===== config.mk =====
export PLATFORM = sky130hd
export DESIGN_NAME = domain_device_mask_table
export DESIGN_NICKNAME = d
export VERILOG_FILES = /design/src/hw/rtl/ddmt_pkg.sv /design/src/hw/rtl/ddmt_ctrl.sv /design/src/hw/rtl/ddmt_datapath.sv /design/src/hw/rtl/domain_device_mask_table.sv
export SDC_FILE = /design/constraint.sdc
export NUM_CORES = 2
export LEC_CHECK = 0
export ABC_AREA = 1
export BUFFER_PORTS_ARGS = -buffer_cell sky130_fd_sc_hd__buf_2
export CAP_MARGIN = 0
export CORE_UTILIZATION = 45
export CTS_CLUSTER_DIAMETER = 120
export CTS_CLUSTER_SIZE = 14
export DETAILED_ROUTE_END_ITERATION = 8
export PLACE_DENSITY_LB_ADDON = 0.08
export SLEW_MARGIN = 15
export SYNTH_ARGS = -nofsm -noshare
export SYNTH_HDL_FRONTEND = slang
export SYNTH_HIERARCHICAL = 1
export SYNTH_SLANG_ARGS = --single-unit

===== constraint.sdc =====
create_clock -name clock -period 19.2 [get_ports clock]
set_clock_uncertainty 0.1 [all_clocks]
set_input_delay 3.84 -clock clock [delete_from_list [all_inputs] [get_ports clock]]
set_output_delay 3.84 -clock clock [all_outputs]
set_load 0.05 [all_outputs]

===== src/hw/rtl/ddmt_pkg.sv =====
// Shared types and constants for the domain device mask table.
// Opcodes, result status codes, controller states and the control/status structs.
// No dependencies.
package ddmt_pkg;

   localparam int DOM_W  = 16;
   localparam int PID_W  = 16;
   localparam int MASK_W = 32;
   localparam int STAT_W = 3;
   localparam int OP_W   = 2;
   localparam int SLOT_W = 5;
   localparam int ROWF_W = 4;
   localparam int CFG_W  = 5;
   localparam logic [CFG_W-1:0] ROWS_RESET = CFG_W'(16);

   typedef enum logic [OP_W-1:0] {
      OP_LOAD    = 2'd0,
      OP_ASSIGN  = 2'd1,
      OP_RELEASE = 2'd2,
      OP_NONE    = 2'd3
   } opcode_type;

   typedef enum logic [STAT_W-1:0] {
      STAT_PENDING  = 3'd0,
      STAT_DONE     = 3'd1,
      STAT_NODEV    = 3'd2,
      STAT_FULL     = 3'd3,
      STAT_NOTFOUND = 3'd4,
      STAT_LOADED   = 3'd5
   } status_type;

   typedef enum logic [2:0] {
      S_IDLE,
      S_MATCH,
      S_PICK,
      S_READ,
      S_CMP,
      S_FINISH
   } state_type;

   // controller -> datapath
   typedef struct packed {
      logic latch;          // capture request fields
      logic capture_match;  // register slot compare vector
      logic update_pending; // merge matched slot into pending mask
      logic scan_start;     // clear scan state
      logic scan_read;      // read table row at scan index
      logic scan_cmp;       // evaluate read row, advance index
      logic commit;         // apply update, load response register
   } ddmt_cmd_type;

   // datapath -> controller
   typedef struct packed {
      logic is_request;     // latched opcode is assign or release
      logic last;
      logic rows_zero;      // no rows searched
      logic hit;            // row under compare holds the domain
      logic scan_end;       // row under compare is the last searched one
      logic out_free;       // response register can take a result
   } ddmt_stat_type;

endpackage


===== src/hw/rtl/ddmt_ctrl.sv =====
// Sequencer for the domain device mask table.
// Depends on ddmt_pkg for state, command and status types.
module ddmt_ctrl (
   input  logic                   clock,
   input  logic                   reset,
   input  logic                   req_valid,
   output logic                   req_ready,
   input  ddmt_pkg::ddmt_stat_type stat,
   output ddmt_pkg::ddmt_cmd_type  cmd
);
   import ddmt_pkg::*;

   state_type state_ff;
   state_type state_in;

   always_ff @(posedge clock) begin
      if (reset) begin
         state_ff <= S_IDLE;
      end else begin
         state_ff <= state_in;
      end
   end

   always_comb begin
      state_in  = state_ff;
      req_ready = 1'b0;
      cmd       = '0;
      case (state_ff)
         S_IDLE: begin
            req_ready = 1'b1;
            if (req_valid) begin
               cmd.latch = 1'b1;
               state_in  = S_MATCH;
            end
         end
         S_MATCH: begin
            cmd.capture_match = 1'b1;
            state_in = stat.is_request ? S_PICK : S_FINISH;
         end
         S_PICK: begin
            cmd.update_pending = 1'b1;
            if (!stat.last) begin
               state_in = S_FINISH;
            end else begin
               cmd.scan_start = 1'b1;
               state_in = stat.rows_zero ? S_FINISH : S_READ;
            end
         end
         S_READ: begin
            cmd.scan_read = 1'b1;
            state_in = S_CMP;
         end
         S_CMP: begin
            cmd.scan_cmp = 1'b1;
            state_in = (stat.hit || stat.scan_end) ? S_FINISH : S_READ;
         end
         S_FINISH: begin
            if (stat.out_free) begin
               cmd.commit = 1'b1;
               state_in   = S_IDLE;
            end
         end
         default: begin
            state_in = S_IDLE;
         end
      endcase
   end

endmodule


===== src/hw/rtl/ddmt_datapath.sv =====
// Datapath: device map, domain table memory, pending mask, scan and response register.
// Depends on ddmt_pkg for widths, codes and command/status structs.
module ddmt_datapath #(
   parameter int TABLE_ROWS   = 16,
   parameter int DEVICE_SLOTS = 32
) (
   input  logic                                 clock,
   input  logic                                 reset,
   input  ddmt_pkg::ddmt_cmd_type               cmd,
   output ddmt_pkg::ddmt_stat_type              stat,
   input  logic                                 csr_wen,
   input  logic [ddmt_pkg::CFG_W-1:0]           csr_wdata,
   input  logic [ddmt_pkg::OP_W-1:0]            req_opcode,
   input  logic [ddmt_pkg::DOM_W-1:0]           req_domain_id,
   input  logic [ddmt_pkg::PID_W-1:0]           req_pci_id,
   input  logic [ddmt_pkg::SLOT_W-1:0]          req_device_slot,
   input  logic                                 req_slot_present,
   input  logic                                 req_last,
   output logic                                 rsp_valid,
   input  logic                                 rsp_ready,
   output logic [ddmt_pkg::STAT_W-1:0]          rsp_status,
   output logic                                 rsp_unknown_device,
   output logic [ddmt_pkg::ROWF_W-1:0]          rsp_row,
   output logic [ddmt_pkg::MASK_W-1:0]          rsp_old_mask,
   output logic [ddmt_pkg::MASK_W-1:0]          rsp_new_mask
);
   import ddmt_pkg::*;

   localparam int ROW_W  = (TABLE_ROWS > 1) ? $clog2(TABLE_ROWS) : 1;
   localparam int CNT_W  = $clog2(TABLE_ROWS + 1);
   localparam int NW     = (CNT_W > CFG_W) ? CNT_W : CFG_W;
   localparam int SIDX_W = (DEVICE_SLOTS > 1) ? $clog2(DEVICE_SLOTS) : 1;
   localparam int ENT_W  = DOM_W + MASK_W;

   // latched request
   logic [OP_W-1:0]   op_ff;
   logic [DOM_W-1:0]  dom_ff;
   logic [PID_W-1:0]  pid_ff;
   logic [SLOT_W-1:0] slot_ff;
   logic              present_ff;
   logic              last_ff;

   // device map
   logic [PID_W-1:0]        slot_pid_ff [DEVICE_SLOTS];
   logic [DEVICE_SLOTS-1:0] slot_valid_ff;
   logic [DEVICE_SLOTS-1:0] match_in;
   logic [DEVICE_SLOTS-1:0] match_ff;
   logic [DEVICE_SLOTS-1:0] match_low;

   logic [MASK_W-1:0] pending_ff;
   logic              unknown_ff;
   logic [CFG_W-1:0]  rows_ff;

   // domain table: {domain, mask} per row
   logic [ENT_W-1:0]      entry_mem [TABLE_ROWS];
   logic [ENT_W-1:0]      rd_data_ff;
   logic [TABLE_ROWS-1:0] entry_valid_ff;

   // scan state
   logic [NW-1:0]     idx_ff;
   logic [NW-1:0]     rows_lim;
   logic [ROW_W-1:0]  idx_row;
   logic              found_ff;
   logic [ROW_W-1:0]  sel_ff;
   logic [MASK_W-1:0] oldm_ff;
   logic              free_ff;
   logic [ROW_W-1:0]  vacant_row_ff;
   logic              hit;

   // commit decision
   logic [STAT_W-1:0] res_status;
   logic              res_unknown;
   logic [ROW_W-1:0]  res_row;
   logic [MASK_W-1:0] res_old;
   logic [MASK_W-1:0] res_new;
   logic              wr_en;
   logic              claim;
   logic              clear_pending;
   logic              slot_in_range;

   logic              rsp_valid_ff;
   logic [STAT_W-1:0] rsp_status_ff;
   logic              rsp_unknown_ff;
   logic [ROWF_W-1:0] rsp_row_ff;
   logic [MASK_W-1:0] rsp_old_ff;
   logic [MASK_W-1:0] rsp_new_ff;

   assign rows_lim = (NW'(rows_ff) > NW'(TABLE_ROWS)) ? NW'(TABLE_ROWS) : NW'(rows_ff);
   assign idx_row  = idx_ff[ROW_W-1:0];
   assign hit      = entry_valid_ff[idx_row] && (rd_data_ff[ENT_W-1:MASK_W] == dom_ff);
   assign slot_in_range = ({1'b0, slot_ff} < (SLOT_W+1)'(DEVICE_SLOTS));

   always_comb begin
      for (int r = 0; r < DEVICE_SLOTS; r++) begin
         match_in[r] = slot_valid_ff[r] && (slot_pid_ff[r] == pid_ff);
      end
   end

   // lowest matching slot wins
   assign match_low = match_ff & (~match_ff + DEVICE_SLOTS'(1));

   assign stat.is_request = (op_ff == OP_ASSIGN) || (op_ff == OP_RELEASE);
   assign stat.last       = last_ff;
   assign stat.rows_zero  = (rows_lim == '0);
   assign stat.hit        = hit;
   assign stat.scan_end   = ((idx_ff + NW'(1)) == rows_lim);
   assign stat.out_free   = !rsp_valid_ff || rsp_ready;

   always_comb begin
      res_status    = STAT_PENDING;
      res_unknown   = 1'b0;
      res_row       = '0;
      res_old       = '0;
      res_new       = '0;
      wr_en         = 1'b0;
      claim         = 1'b0;
      clear_pending = 1'b0;
      case (op_ff)
         OP_LOAD: begin
            res_status = STAT_LOADED;
         end
         OP_ASSIGN: begin
            res_unknown = unknown_ff;
            if (last_ff) begin
               clear_pending = 1'b1;
               if (pending_ff == '0) begin
                  res_status = STAT_NODEV;
               end else if (found_ff) begin
                  res_status = STAT_DONE;
                  res_row    = sel_ff;
                  res_old    = oldm_ff;
                  res_new    = oldm_ff | pending_ff;
                  wr_en      = 1'b1;
               end else if (free_ff) begin
                  res_status = STAT_DONE;
                  res_row    = vacant_row_ff;
                  res_new    = pending_ff;
                  wr_en      = 1'b1;
                  claim      = 1'b1;
               end else begin
                  res_status = STAT_FULL;
               end
            end
         end
         OP_RELEASE: begin
            res_unknown = unknown_ff;
            if (last_ff) begin
               clear_pending = 1'b1;
               if (found_ff) begin
                  res_status = STAT_DONE;
                  res_row    = sel_ff;
                  res_old    = oldm_ff;
                  // empty release wipes the whole mask
                  res_new    = (pending_ff != '0) ? (oldm_ff & ~pending_ff) : '0;
                  wr_en      = 1'b1;
               end else begin
                  res_status = STAT_NOTFOUND;
               end
            end
         end
         default: begin
            res_status = STAT_PENDING;
         end
      endcase
   end

   // payload registers
   always_ff @(posedge clock) begin
      if (cmd.latch) begin
         op_ff      <= req_opcode;
         dom_ff     <= req_domain_id;
         pid_ff     <= req_pci_id;
         slot_ff    <= req_device_slot;
         present_ff <= req_slot_present;
         last_ff    <= req_last;
      end
      if (cmd.capture_match) begin
         match_ff <= match_in;
      end
      if (cmd.update_pending) begin
         unknown_ff <= ~|match_ff;
      end
      if (cmd.commit && (op_ff == OP_LOAD) && slot_in_range) begin
         slot_pid_ff[slot_ff[SIDX_W-1:0]] <= pid_ff;
      end
      if (cmd.scan_start) begin
         idx_ff <= '0;
      end else if (cmd.scan_cmp) begin
         idx_ff <= idx_ff + NW'(1);
      end
      if (cmd.scan_cmp) begin
         if (hit) begin
            sel_ff  <= idx_row;
            oldm_ff <= rd_data_ff[MASK_W-1:0];
         end else if (!entry_valid_ff[idx_row] && !free_ff) begin
            vacant_row_ff <= idx_row;
         end
      end
      if (cmd.commit) begin
         rsp_status_ff  <= res_status;
         rsp_unknown_ff <= res_unknown;
         rsp_row_ff     <= ROWF_W'(res_row);
         rsp_old_ff     <= res_old;
         rsp_new_ff     <= res_new;
      end
   end

   // table memory: one write port, one registered read port
   always_ff @(posedge clock) begin
      if (cmd.commit && wr_en) begin
         entry_mem[res_row] <= {dom_ff, res_new};
      end
      if (cmd.scan_read) begin
         rd_data_ff <= entry_mem[idx_row];
      end
   end

   // control registers
   always_ff @(posedge clock) begin
      if (reset) begin
         slot_valid_ff  <= '0;
         entry_valid_ff <= '0;
         pending_ff     <= '0;
         rows_ff        <= ROWS_RESET;
         found_ff       <= 1'b0;
         free_ff        <= 1'b0;
         rsp_valid_ff   <= 1'b0;
      end else begin
         if (csr_wen) begin
            rows_ff <= csr_wdata;
         end
         if (cmd.commit && (op_ff == OP_LOAD) && slot_in_range) begin
            slot_valid_ff[slot_ff[SIDX_W-1:0]] <= present_ff;
         end
         if (cmd.update_pending) begin
            pending_ff <= pending_ff | MASK_W'(match_low);
         end else if (cmd.commit && clear_pending) begin
            pending_ff <= '0;
         end
         if (cmd.commit && claim) begin
            entry_valid_ff[res_row] <= 1'b1;
         end
         if (cmd.scan_start) begin
            found_ff <= 1'b0;
            free_ff  <= 1'b0;
         end else if (cmd.scan_cmp) begin
            if (hit) begin
               found_ff <= 1'b1;
            end else if (!entry_valid_ff[idx_row]) begin
               free_ff <= 1'b1;
            end
         end
         if (cmd.commit) begin
            rsp_valid_ff <= 1'b1;
         end else if (rsp_ready) begin
            rsp_valid_ff <= 1'b0;
         end
      end
   end

   assign rsp_valid          = rsp_valid_ff;
   assign rsp_status         = rsp_status_ff;
   assign rsp_unknown_device = rsp_unknown_ff;
   assign rsp_row            = rsp_row_ff;
   assign rsp_old_mask       = rsp_old_ff;
   assign rsp_new_mask       = rsp_new_ff;

endmodule


===== src/hw/rtl/domain_device_mask_table.sv =====
// Domain device mask table: keeps a PCI id per device slot and a table of domain
// entries (domain id + device mask). Load items write a slot; assign and release
// items each carry one PCI id whose slot bit collects in a pending mask, and the
// item marked last applies that mask to the domain's entry. Every item gives
// exactly one result. A load or unused-opcode item passes from accept through the
// slot match state to the result; assign and release items also pass the pick
// state, and a last one then scans rows 0 to min(rows_in_use, TABLE_ROWS)-1, one
// registered read of the table memory and one compare per row, until a hit or the
// last row. The next request is taken in the cycle after the result is written
// to the response register, and it may enter while that result still waits; a
// result only waits in S_FINISH if the previous one was not yet taken.
// rows_in_use (csr_wdata, reset 16) sets how many rows the search covers.
// Depends on ddmt_pkg, ddmt_ctrl and ddmt_datapath.
module domain_device_mask_table #(
   parameter int TABLE_ROWS   = 16,
   parameter int DEVICE_SLOTS = 32
) (
   input  logic                          clock,
   input  logic                          reset,
   // configuration: rows_in_use
   input  logic                          csr_wen,
   input  logic [ddmt_pkg::CFG_W-1:0]    csr_wdata,
   // request channel
   input  logic                          req_valid,
   output logic                          req_ready,
   input  logic [ddmt_pkg::OP_W-1:0]     req_opcode,
   input  logic [ddmt_pkg::DOM_W-1:0]    req_domain_id,
   input  logic [ddmt_pkg::PID_W-1:0]    req_pci_id,
   input  logic [ddmt_pkg::SLOT_W-1:0]   req_device_slot,
   input  logic                          req_slot_present,
   input  logic                          req_last,
   // response channel
   output logic                          rsp_valid,
   input  logic                          rsp_ready,
   output logic [ddmt_pkg::STAT_W-1:0]   rsp_status,
   output logic                          rsp_unknown_device,
   output logic [ddmt_pkg::ROWF_W-1:0]   rsp_row,
   output logic [ddmt_pkg::MASK_W-1:0]   rsp_old_mask,
   output logic [ddmt_pkg::MASK_W-1:0]   rsp_new_mask
);
   import ddmt_pkg::*;

   ddmt_cmd_type  cmd;
   ddmt_stat_type stat;

   // sequencer: one request in flight, transfer into response register at commit
   ddmt_ctrl u_ctrl (
      .clock     (clock),
      .reset     (reset),
      .req_valid (req_valid),
      .req_ready (req_ready),
      .stat      (stat),
      .cmd       (cmd)
   );

   // storage, slot match, row scan and response register
   ddmt_datapath #(
      .TABLE_ROWS   (TABLE_ROWS),
      .DEVICE_SLOTS (DEVICE_SLOTS)
   ) u_datapath (
      .clock              (clock),
      .reset              (reset),
      .cmd                (cmd),
      .stat               (stat),
      .csr_wen            (csr_wen),
      .csr_wdata          (csr_wdata),
      .req_opcode         (req_opcode),
      .req_domain_id      (req_domain_id),
      .req_pci_id         (req_pci_id),
      .req_device_slot    (req_device_slot),
      .req_slot_present   (req_slot_present),
      .req_last           (req_last),
      .rsp_valid          (rsp_valid),
      .rsp_ready          (rsp_ready),
      .rsp_status         (rsp_status),
      .rsp_unknown_device (rsp_unknown_device),
      .rsp_row            (rsp_row),
      .rsp_old_mask       (rsp_old_mask),
      .rsp_new_mask       (rsp_new_mask)
   );

endmodule

==> results.json <==
{
  "top_signal_layer_used": "met5",
  "clk_pin_slew_worst_paths_ns": 0.06,
  "fin_crit_sh_pct": 37.3,
  "fillerInstances": 12300,
  "crit_path_start_kind": "input pin",
  "post-synth-top-count-cell": "edfxtp_1",
  "crit_path_max_fanout": 74,
  "report.final.hold_viol_count": 0,
  "route.final.wire_length_um": 183000,
  "yosys_warnings": 6,
  "syn-instance-count": 4921,
  "cell_count_post_placement": 6768,
  "core_um2": 142000,
  "htree_levels": 4,
  "cellInternalPower_w": 0.00567,
  "netSwitchingFraction_pct": 31.2,
  "num-nets-final": 5068,
  "hold_buffer_count_at_cts": 0,
  "wl_met2_um": 80200,
  "hold_path.startpoint": "u_datapath/rd_data_ff[6]$_DFFE_PP_",
  "drt-met1-wl_um": 84000,
  "postSynth.topFlopCell": "edfxtp_1",
  "dr.first_iter.drc_count": 4288,
  "setup_tns_ns": 0,
  "layout.cells.non_filler": 6975,
  "critPathLaunch": "rsp_ready",
  "synth_commonest_cells": "1514 x edfxtp_1, 637 x nor2_1, 548 x o21ai_0, 431 x nand2_1, 214 x o22ai_1",
  "synth_async_sr_flop_share_pct": 0,
  "max-vdd-ir-drop_mv": 0.164,
  "synth_nets": 4977,
  "cts_inserted_buffers": 132,
  "cts_tree": "built",
  "detailedRoute.firstPassIterationCount": 6,
  "grt_pass1_vias": 38400,
  "antenna_found_initial": 16,
  "wl_met3_um": 14800,
  "io-pin-count": 125,
  "timing.final.max_slew_violations": 0,
  "tritoncts_num_sinks": 1610,
  "synth_seq_area_share_pct": 73.7,
  "synth_seq_cells": 1610,
  "grt_setup_unrepaired": "false",
  "gp_routability_congestion": 0.847,
  "static-leakage-power_nw": 22.4,
  "post_drt_wl_per_cell_um": 26.2,
  "area_growth_syn_to_layout_pct": 10.5,
  "final_layout_size_suffix_gt1_share_pct": 11.3,
  "cp_data_arrival_time_ns": 7.46,
  "insertion_delay_ns": 0.79,
  "globalRoute.totalOverflow": 0,
  "timing.hold.worst.class": "reg2reg",
  "synthesis.area_per_instance_um2": 13.1,
  "clk_path_buf_depth": 3,
  "die_area_um2": 144000,
  "yosysTopAreaCellShare_pct": 70.7,
  "placement.io_buffers": 124,
  "sequential_cell_fraction_of_total_power_pct": 49.2,
  "power.share.clock_pct": 30.5,
  "post-route-min-period_ns": 7.17,
  "kind_of_critical_path": "in2reg",
  "worstSetupEndpointType": "flop",
  "timing.slew.headroom_pct": 18.2,
  "track_usage_pct": 25.0,
  "maxCapViolCount": 0,
  "detailed_place_hpwl_um": 105000,
  "sequential_cell_area_um2": 47400,
  "grt_max_degree": 206,
  "synth_largest_area_cell": "edfxtp_1",
  "cp_data_required_time_ns": 19.49,
  "final-setup-viol-count": 0,
  "synthDistinctLibCells": 52,
  "status": "finished clean",
  "timing_worst_slew_pin_value_ns": 1.23,
  "netSwitchingPower_w": 0.00258,
  "multiInputGateArea_um2": 15200,
  "grt_pass1_wl_um": 264000,
  "reg2reg_from": "u_ctrl/state_ff[2]$_SDFFE_PP0P_",
  "route.detailed.drc": 0,
  "die_h_um": 380,
  "clock_tree.root_cell": "clkbuf_16",
  "max_freq_mhz": 139,
  "synth-edff-count": 1514,
  "final_antenna_net_count": 0,
  "pwr-share-comb_pct": 20.4,
  "via_per_inst": 5.82,
  "synth.cell_area_um2": 64300,
  "cts-resized-gates": 0,
  "pwr_density_cell_nw_per_um2": 116,
  "vias": 40600,
  "floorplan.die.width_um": 380,
  "start_util_pct": 45.4,
  "synth_area_leaders": "edfxtp_1 71%, o21ai_0 4.3%, nor2_1 3.7%",
  "core.rowCount": 138,
  "cts_post_setup_buffers_inserted": 0
}
placed cells by master (no fill, tap or decap), drive strengths merged, types with 96 or more instances in the layout:
cell / netlist / layout
xor2: 110 / 110
edfxtp: 1514 / 1514
clkbuf: 200 / 193
a21oi: 135 / 135
nor2: 650 / 650
buf: 91 / 248
o21ai: 552 / 552
nand2: 444 / 444
o22ai: 214 / 214
nand3: 206 / 206
dfxtp: 96 / 96
inv: 167 / 180
state kept, by name, summed over array words and instances (netlist names), 2 cells and up:
signal	cells
u_datapath/oldm_ff	32
u_datapath/dom_ff	16
u_datapath/slot_ff	5
u_datapath/match_ff	32
u_datapath/slot_pid_ff	512
u_datapath/rsp_row	4
u_datapath/pending_ff	32
u_datapath/entry_mem	768
u_datapath/pid_ff	16
u_datapath/rows_ff	5
u_datapath/op_ff	2
u_datapath/slot_valid_ff	32
u_datapath/rsp_new_mask	32
u_ctrl/state_ff	3
u_datapath/vacant_row_ff	4
u_datapath/idx_ff	5
u_datapath/entry_valid_ff	16
u_datapath/sel_ff	4
u_datapath/rsp_status	3
u_datapath/rsp_old_mask	32
u_datapath/rd_data_ff	48
cell type report:
| cell class | count | area share [%] |
|---|---|---|
| clock buffer | 193 | 5.06 |
| clock inverter | 12 | 0.169 |
| antenna | 2 | 0.00705 |
| tap | 1890 | 3.33 |
| timing repair buffer | 248 | 2.26 |
| inverter | 178 | 0.962 |
| multi-input combinational | 2842 | 21.5 |
| sequential | 1610 | 66.8 |
through the flow:
step	hold WS (ns)	cell area, µm²	utilization (%)	setup slack, ns	total power [W]
floorplan	0.300	64300	-	1.22	0.00516
global placement	0.303	67300	47.5	11.28	0.00582
detailed placement	0.305	67300	47.5	11.26	0.00583
CTS	0.320	71000	50.1	12.08	0.00833
global route	0.321	71000	50.1	11.81	0.00859
finish	0.319	71000	50.1	12.03	0.00825
path summary, 6_finish.rpt:
kind,to,slack (ns),depth (start not counted)
setup / recovery,u_datapath/entry_mem[9][43]$_DFFE_PP_,12.03,14
hold / removal,u_datapath/oldm_ff[6]$_DFFE_PP_,0.32,0
setup reg to reg,u_datapath/entry_mem[9][43]$_DFFE_PP_,14.48,11
hold reg to reg,u_datapath/oldm_ff[6]$_DFFE_PP_,0.32,0
cells by family (layout without fill, tap and decap cells):
| group | after synthesis | count (layout) | share of synthesized area, % |
|---|---|---|---|
| flip-flops | 1610 | 1610 | 73.7 |
| AND/OR/NAND/NOR | 1521 | 1521 | 10.2 |
| AO/OA/AOI/OAI | 1164 | 1164 | 11.0 |
| buffers and inverters | 469 | 631 | 2.91 |
| XOR/XNOR | 152 | 152 | 2.07 |
| adder cells (fa/ha/maj) | 5 | 5 | 0.0974 |
| other | 0 | 2 | 0 |
per-layer routing:
layer,vias to the layer above,global-route usage [%]
met1,20400,37.6
li1,18500,-
met3,202,4.84
met2,1526,37.3
met5,-,0
met4,4,6.34
critical path, cell delays in order:
cell     delay [ns]
buf_2          0.09
inv_1          0.04
nand2_1        0.07
inv_1          0.07
nor4_2         0.14
buf_4          0.75
inv_1          0.27
nor3_2         0.26
inv_2          0.14
a21oi_2        0.14
o21ai_2        0.07
buf_4          0.27
nor2_4         0.61
buf_4          0.64
power groups by stage:
stage          logic [W]  clock network (W)  registers [W]
6_report         0.00168            0.00251        0.00406
5_1_grt          0.00183            0.00270        0.00406
4_1_cts          0.00169            0.00258        0.00406
3_5_place_dp     0.00169                  0        0.00413
3_3_place_gp     0.00168                  0        0.00413
2_1_floorplan    0.00107                  0        0.00409
Note: power is estimated with default switching activity, not from simulation.
